==> config.mk <==
export PLATFORM = sky130hd
export DESIGN_NAME = ir_pulse_width_frame_decoder
export DESIGN_NICKNAME = d
export VERILOG_FILES = /design/src/ir_pwfd_pkg.sv /design/src/ir_pulse_width_frame_decoder.sv
export VERILOG_INCLUDE_DIRS = /design/src /design/src/src
export SDC_FILE = /design/constraint.sdc
export NUM_CORES = 1
export LEC_CHECK = 0
export BUFFER_PORTS_ARGS = -buffer_cell sky130_fd_sc_hd__buf_2
export CORE_ASPECT_RATIO = 0.7
export CORE_MARGIN = 1.5
export CORE_UTILIZATION = 42
export DETAILED_ROUTE_END_ITERATION = 6
export GPL_ROUTABILITY_DRIVEN = 0
export PLACE_DENSITY = 0.61
export SLEW_MARGIN = 20
export SYNTH_ARGS = -nofsm -noshare
export SYNTH_HDL_FRONTEND = slang
export SYNTH_SLANG_ARGS = --single-unit
==> constraint.sdc <==
create_clock -name clock -period 2.5 [get_ports clock]
set_input_delay 0.5 -clock clock [delete_from_list [all_inputs] [get_ports clock]]
set_output_delay 0.5 -clock clock [all_outputs]
set_load 0.01 [all_outputs]
==> src/ir_pulse_width_frame_decoder_defines.svh <==
// Assertion helpers for the IR frame decoder.
`ifndef IR_PULSE_WIDTH_FRAME_DECODER_DEFINES_SVH
`define IR_PULSE_WIDTH_FRAME_DECODER_DEFINES_SVH

// Checked at every clock edge outside reset.
`define IRPWFD_ASSERT(label, clk, rst, prop, msg) \
   label: assert property (@(posedge clk) disable iff (rst) (prop)) else $error(msg);

// Checked at every clock edge, reset included.
`define IRPWFD_ASSERT_ALWAYS(label, clk, prop, msg) \
   label: assert property (@(posedge clk) (prop)) else $error(msg);

`endif

==> src/ir_pwfd_pkg.sv <==
`default_nettype none

package ir_pwfd_pkg;

   localparam int unsigned TICK_W      = 16;
   localparam int unsigned BYTE_W      = 8;
   localparam int unsigned INDEX_W     = 3;
   localparam int unsigned CSR_ADDR_W  = 8;
   localparam int unsigned BYTE_BITS   = 8;
   localparam int unsigned DATA_BYTES_DEFAULT = 8;

   localparam logic [BYTE_W-1:0] SYNC_BYTE = 8'hFF;

   localparam logic [TICK_W-1:0] START_MIN_RST = 16'd17000;
   localparam logic [TICK_W-1:0] START_MAX_RST = 16'd20000;
   localparam logic [TICK_W-1:0] ONE_MIN_RST   = 16'd2000;
   localparam logic [TICK_W-1:0] ONE_MAX_RST   = 16'd3600;
   localparam logic [TICK_W-1:0] ZERO_MIN_RST  = 16'd800;
   localparam logic [TICK_W-1:0] ZERO_MAX_RST  = 16'd1800;
   localparam logic [TICK_W-1:0] SYNC_MIN_RST  = 16'd12000;
   localparam logic [TICK_W-1:0] SYNC_MAX_RST  = 16'd17000;

   typedef enum logic [CSR_ADDR_W-1:0] {
      REG_START_MIN = 8'd0,
      REG_START_MAX = 8'd1,
      REG_ONE_MIN   = 8'd2,
      REG_ONE_MAX   = 8'd3,
      REG_ZERO_MIN  = 8'd4,
      REG_ZERO_MAX  = 8'd5,
      REG_SYNC_MIN  = 8'd6,
      REG_SYNC_MAX  = 8'd7
   } reg_index_type;

   function automatic logic in_window(
      input logic [TICK_W-1:0] t,
      input logic [TICK_W-1:0] lo,
      input logic [TICK_W-1:0] hi
   );
      return (t >= lo) && (t <= hi);
   endfunction

endpackage

`default_nettype wire

==> src/ir_pulse_width_frame_decoder.sv <==
// Channel   Direction  Handshake           Payload
// req_      in         req_valid/req_stall  pulse_ticks
// rsp_      out        rsp_valid/rsp_stall  data_byte, byte_index, last_byte
// csr_      in         csr_valid/csr_ready  csr_index, csr_wdata
//
// One interval per cycle unless stalled; the byte result is registered when
// the eighth interval of a byte is taken. The single output register sets the
// rate: input stalls only while a result waits and rsp_stall is high.
// Reset is synchronous; it loads the default windows and returns to idle.
// CSR writes are always ready; writes to an index above 7 are dropped.

`default_nettype none

`include "ir_pulse_width_frame_decoder_defines.svh"

module ir_pulse_width_frame_decoder
   import ir_pwfd_pkg::*;
#(
   parameter int unsigned DATA_BYTES = DATA_BYTES_DEFAULT
) (
   input  wire logic                  clock,
   input  wire logic                  reset,

   input  wire logic                  req_valid,
   output      logic                  req_stall,
   input  wire logic [TICK_W-1:0]     req_pulse_ticks,

   output      logic                  rsp_valid,
   input  wire logic                  rsp_stall,
   output      logic [BYTE_W-1:0]     rsp_data_byte,
   output      logic [INDEX_W-1:0]    rsp_byte_index,
   output      logic                  rsp_last_byte,

   input  wire logic                  csr_valid,
   output      logic                  csr_ready,
   input  wire logic [CSR_ADDR_W-1:0] csr_index,
   input  wire logic [TICK_W-1:0]     csr_wdata
);

   localparam int unsigned BIT_CNT_W = $clog2(BYTE_BITS);
   localparam int unsigned BYTE_CNT_W = (DATA_BYTES > 1) ? $clog2(DATA_BYTES) : 1;
   localparam int unsigned BYTE_EXT_W = (BYTE_CNT_W > INDEX_W) ? BYTE_CNT_W : INDEX_W;
   localparam logic [BIT_CNT_W-1:0]  BIT_LAST  = BIT_CNT_W'(BYTE_BITS - 1);
   localparam logic [BYTE_CNT_W-1:0] BYTE_LAST = BYTE_CNT_W'(DATA_BYTES - 1);

   logic [TICK_W-1:0] start_min_ff, start_max_ff, one_min_ff, one_max_ff;
   logic [TICK_W-1:0] zero_min_ff, zero_max_ff, sync_min_ff, sync_max_ff;

   logic                  frame_open_ff, frame_open_in;
   logic [BIT_CNT_W-1:0]  bit_cnt_ff, bit_cnt_in;
   logic [BYTE_CNT_W-1:0] byte_cnt_ff, byte_cnt_in;
   logic [BYTE_W-1:0]     shift_ff, shift_in;
   logic                  sync_ff, sync_in;

   logic                  rsp_valid_ff, rsp_valid_in;
   logic [BYTE_W-1:0]     data_ff, data_in;
   logic [INDEX_W-1:0]    index_ff, index_in;
   logic                  last_ff, last_in;

   logic                  accept, start_hit, hit_one, hit_zero, hit_sync;
   logic                  byte_done, emit;
   logic [BYTE_EXT_W-1:0] byte_ext;

   assign csr_ready = 1'b1;
   assign req_stall = rsp_valid_ff & rsp_stall;
   assign accept    = req_valid & ~req_stall;

   assign start_hit = (req_pulse_ticks > start_min_ff) && (req_pulse_ticks < start_max_ff);
   assign hit_one   = in_window(req_pulse_ticks, one_min_ff, one_max_ff);
   assign hit_zero  = in_window(req_pulse_ticks, zero_min_ff, zero_max_ff);
   assign hit_sync  = in_window(req_pulse_ticks, sync_min_ff, sync_max_ff);

   assign byte_done = frame_open_ff && (bit_cnt_ff == BIT_LAST);
   assign emit      = accept & byte_done;
   assign byte_ext  = BYTE_EXT_W'(byte_cnt_ff);

   always_comb begin
      frame_open_in = frame_open_ff;
      bit_cnt_in    = bit_cnt_ff;
      byte_cnt_in   = byte_cnt_ff;
      shift_in      = shift_ff;
      sync_in       = sync_ff;
      data_in       = data_ff;
      index_in      = index_ff;
      last_in       = last_ff;
      rsp_valid_in  = rsp_valid_ff & rsp_stall;

      if (accept) begin
         if (!frame_open_ff) begin
            if (start_hit) begin
               frame_open_in = 1'b1;
               bit_cnt_in    = '0;
               byte_cnt_in   = '0;
               shift_in      = '0;
               sync_in       = 1'b0;
            end
         end else begin
            shift_in   = {shift_ff[BYTE_W-2:0], hit_one};
            sync_in    = sync_ff | (~hit_one & ~hit_zero & hit_sync);
            bit_cnt_in = bit_cnt_ff + 1'b1;
            if (byte_done) begin
               rsp_valid_in = 1'b1;
               data_in      = sync_in ? SYNC_BYTE : shift_in;
               index_in     = byte_ext[INDEX_W-1:0];
               last_in      = (byte_cnt_ff == BYTE_LAST);
               shift_in     = '0;
               sync_in      = 1'b0;
               byte_cnt_in  = byte_cnt_ff + 1'b1;
               if (last_in) begin
                  frame_open_in = 1'b0;
                  byte_cnt_in   = '0;
               end
            end
         end
      end
   end

   always_ff @(posedge clock) begin
      data_ff  <= data_in;
      index_ff <= index_in;
      last_ff  <= last_in;
      shift_ff <= shift_in;
      sync_ff  <= sync_in;
      if (reset) begin
         frame_open_ff <= 1'b0;
         bit_cnt_ff    <= '0;
         byte_cnt_ff   <= '0;
         rsp_valid_ff  <= 1'b0;
         start_min_ff  <= START_MIN_RST;
         start_max_ff  <= START_MAX_RST;
         one_min_ff    <= ONE_MIN_RST;
         one_max_ff    <= ONE_MAX_RST;
         zero_min_ff   <= ZERO_MIN_RST;
         zero_max_ff   <= ZERO_MAX_RST;
         sync_min_ff   <= SYNC_MIN_RST;
         sync_max_ff   <= SYNC_MAX_RST;
      end else begin
         frame_open_ff <= frame_open_in;
         bit_cnt_ff    <= bit_cnt_in;
         byte_cnt_ff   <= byte_cnt_in;
         rsp_valid_ff  <= rsp_valid_in;
         if (csr_valid && csr_ready) begin
            case (csr_index)
               REG_START_MIN: start_min_ff <= csr_wdata;
               REG_START_MAX: start_max_ff <= csr_wdata;
               REG_ONE_MIN:   one_min_ff   <= csr_wdata;
               REG_ONE_MAX:   one_max_ff   <= csr_wdata;
               REG_ZERO_MIN:  zero_min_ff  <= csr_wdata;
               REG_ZERO_MAX:  zero_max_ff  <= csr_wdata;
               REG_SYNC_MIN:  sync_min_ff  <= csr_wdata;
               REG_SYNC_MAX:  sync_max_ff  <= csr_wdata;
               default: ;
            endcase
         end
      end
   end

   assign rsp_valid      = rsp_valid_ff;
   assign rsp_data_byte  = data_ff;
   assign rsp_byte_index = index_ff;
   assign rsp_last_byte  = last_ff;

   `IRPWFD_ASSERT(a_last_closes_frame, clock, reset,
      emit && (byte_cnt_ff == BYTE_LAST) |=> !frame_open_ff && rsp_last_byte,
      "last byte did not close the frame")
   `IRPWFD_ASSERT_ALWAYS(a_idle_counters_clear, clock,
      !frame_open_ff && !$past(reset) |-> bit_cnt_ff == '0 && byte_cnt_ff == '0,
      "counters not clear while idle")
   `IRPWFD_ASSERT(a_byte_end_emits, clock, reset,
      emit |=> rsp_valid,
      "byte end produced no transaction")
   `IRPWFD_ASSERT(a_held_result_stalls_input, clock, reset,
      rsp_valid && rsp_stall |-> req_stall,
      "input taken while result held")

endmodule

`default_nettype wire
==> results.toml <==
[outcome]
status = "finished clean"

[yosys]
yosysUniqueCellTypes = 60
synthFlopType = "dfxtp_1"
yosys_warnings = 0
synth_edf_count = 20
avgSynthCellArea_um2 = 8.29
ys_ff_latch = 156
synth_area_um2 = 8850
seq_area_frac_synth = 0.375
async_flop_share = 0
syn_inst = 1068
synth.net_count = 1244

[layout]
layout-drive-gt1-share = 0.177
mostFrequentLayoutCell = "nand2_1"
final_cell_mix = "nand2_1, dfxtp_1, ha_1, a21oi_1, inv_1"
nFillCells = 2043
num_antenna_cells = 0
nets = 1358
instances_no_fill = 1471
syn2layout_area_growth_pct = 19.8

[worst_setup_path]
reg2reg_from = "one_max_ff[5]"
rrSetupSlack_ps = 50
criticalPathCategory = "reg2reg"
critical_path.max_fanout = 8
required_ps = 2690
critical_path.endpoint_type = "flop"
r2r-end = "rsp_data_byte[4]"
crit_arrival_ps = 2650
r2r_cells = 8
cp-start-kind = "flop"

[clock_network]
clockBufferDepth = 2
hold_buffers = 0
cts-htree-levels = 4
clk_pin_slew_worst_paths_ps = 70
cts_made_buffers = 17
clock-root-buffer = "clkbuf_16"
cts_tree = "done"
insertion_delay_ps = 450
clock-sinks = 156

[hold_path]
hold_depth = 3
hold_class = "in2reg"
min_from = "csr_wdata[10]"
hold_end = "zero_min_ff[10]"

[power]
p_per_area_nw_per_um2 = 545
cellLeakagePower_nw = 4.41
ir_drop_mv = 0.487
power_w = 0.00578

[floorplanning]
core_um2 = 20700
die-area_um2 = 22000
ios = 60
die_w_um = 177
start_util = 0.428
rows = 44
die_h_um = 124

[timing]
fin_skew_ps = 10.5
layout_setup_ws_ps = 46.3
worst_pin_slew_ps = 514
finalCritPeriodShare = 0.981
relSlewSlack = 0.657
rsz0062_at_grt = "true"
hold_viol = 0
finalSetupViolCount = 0
fmax_mhz = 408
finalMaxSlewViolations = 0
fin_setup_tns_ps = 0
finalCriticalPeriod_ps = 2450

[placement]
dp_cells = 1437
port_buffers = 58
dp_hpwl_um = 18400
place_ws_ps = -478

[detailed_routing]
via_count = 7710
ant_nets = 0
drtIter0Drc = 617
dr.pass1.iters = 5
drc_errors = 0
routed_wl_um = 25500
avgViaCountPerCell = 5.24
wl_per_cell_um = 17.3

[global_routing]
antenna_found_initial = 2
grt_pass1_wl_um = 39600
grt_max_degree = 102
grt_util_all_layers = 0.240
grt_pass1_vias = 7153
grt-ovfl-total = 0

[run]
drv_cap = 0
==> critical path, stage by stage (launching register included) <==
cell	delay [ps]
dfxtp_2	340
inv_1	50
ha_1	280
nand4_1	240
or4_4	570
o2111ai_2	120
o211ai_2	160
a31oi_4	330
nand2b_1	90
==> cell usage after synthesis, drive strengths merged, types with 10 or more instances <==
cell	number	area, µm²
ha	131	1640
inv	128	480
edfxtp	20	601
clkbuf	22	82.6
nand2	250	938
o211ai	45	343
nand4	16	100
a21oi	128	641
buf	32	178
o21ai	18	93.8
nand2b	12	82.6
nor2	17	68.8
nand3	14	70.1
nand3b	10	78.8
dfxtp	136	2720
==> logic make-up after synthesis <==
group	share of synthesized area
buffers and inverters	0.0837
DFF	0.375
and+or+nand+nor	0.192
adders and majority gates	0.185
muxes	0.00240
other	0.000424
AOI/OAI and AO/OA	0.161
==> stage by stage <==
step	hold slack (ps)	utilization	area (µm²)
3_3_place_gp	442	0.481	9960
6_report	396	0.513	10600
4_1_cts	387	0.510	10600
3_5_place_dp	446	0.481	9960
2_1_floorplan	432	-	8850
5_1_grt	396	0.513	10600
==> routing by layer <==
layer | vias up | track usage | routed length (µm)
li1 | 3870 | - | -
met1 | 3597 | 0.353 | 12800
met2 | 197 | 0.337 | 10400
met3 | 42 | 0.0595 | 1730
met4 | 4 | 0.0803 | 558
met5 | - | 0 | 23
==> state kept, by name, indices dropped and copies added, names as in the netlist, 3 cells and up <==
register        flops
shift_ff            7
rsp_data_byte       8
sync_min_ff        16
zero_max_ff        16
rsp_byte_index      3
start_max_ff       16
one_max_ff         16
sync_max_ff        16
start_min_ff       16
byte_cnt_ff         3
zero_min_ff        16
bit_cnt_ff          3
one_min_ff         16
==> area by class of cell <==
| cell class | instances | area (µm²) | area share |
|---|---|---|---|
| multi-input combinational | 730 | 4840 | 0.456 |
| sequential | 156 | 3330 | 0.314 |
| timing repair buffer | 149 | 1030 | 0.0967 |
| inverter | 128 | 480 | 0.0453 |
| clock buffer | 17 | 425 | 0.0401 |
| tap | 276 | 345 | 0.0325 |
| clock inverter | 15 | 163 | 0.0153 |
==> worst max path at each step <==
stage | from | to | slack, ps | cells after the start
after floorplan | req_pulse_ticks[9] | rsp_data_byte[1] | 150 | 8
after global placement | req_pulse_ticks[10] | rsp_data_byte[2] | -400 | 9
after detailed placement | req_pulse_ticks[10] | rsp_data_byte[4] | -480 | 9
after CTS | one_max_ff[13] | rsp_data_byte[4] | 20 | 9
after global routing | sync_max_ff[13] | sync_ff | -50 | 10
final | one_max_ff[5] | rsp_data_byte[4] | 50 | 8
==> power breakdown <==
part / leakage (nW) / internal [W] / switching, W / total [W]
Combinational: 2.85 / 0.000231 / 0.000343 / 0.000574
Clock: 0.269 / 0.00148 / 0.00117 / 0.00265
Sequential: 1.29 / 0.00255 / 0.00000589 / 0.00255
==> what timing repair did <==
action,in CTS,in global routing
buffers inserted,0,2
gates resized for setup,2,8
endpoints found under the setup margin,8,9
pin swaps,5,9
Note: power is estimated with default switching activity, not from simulation.
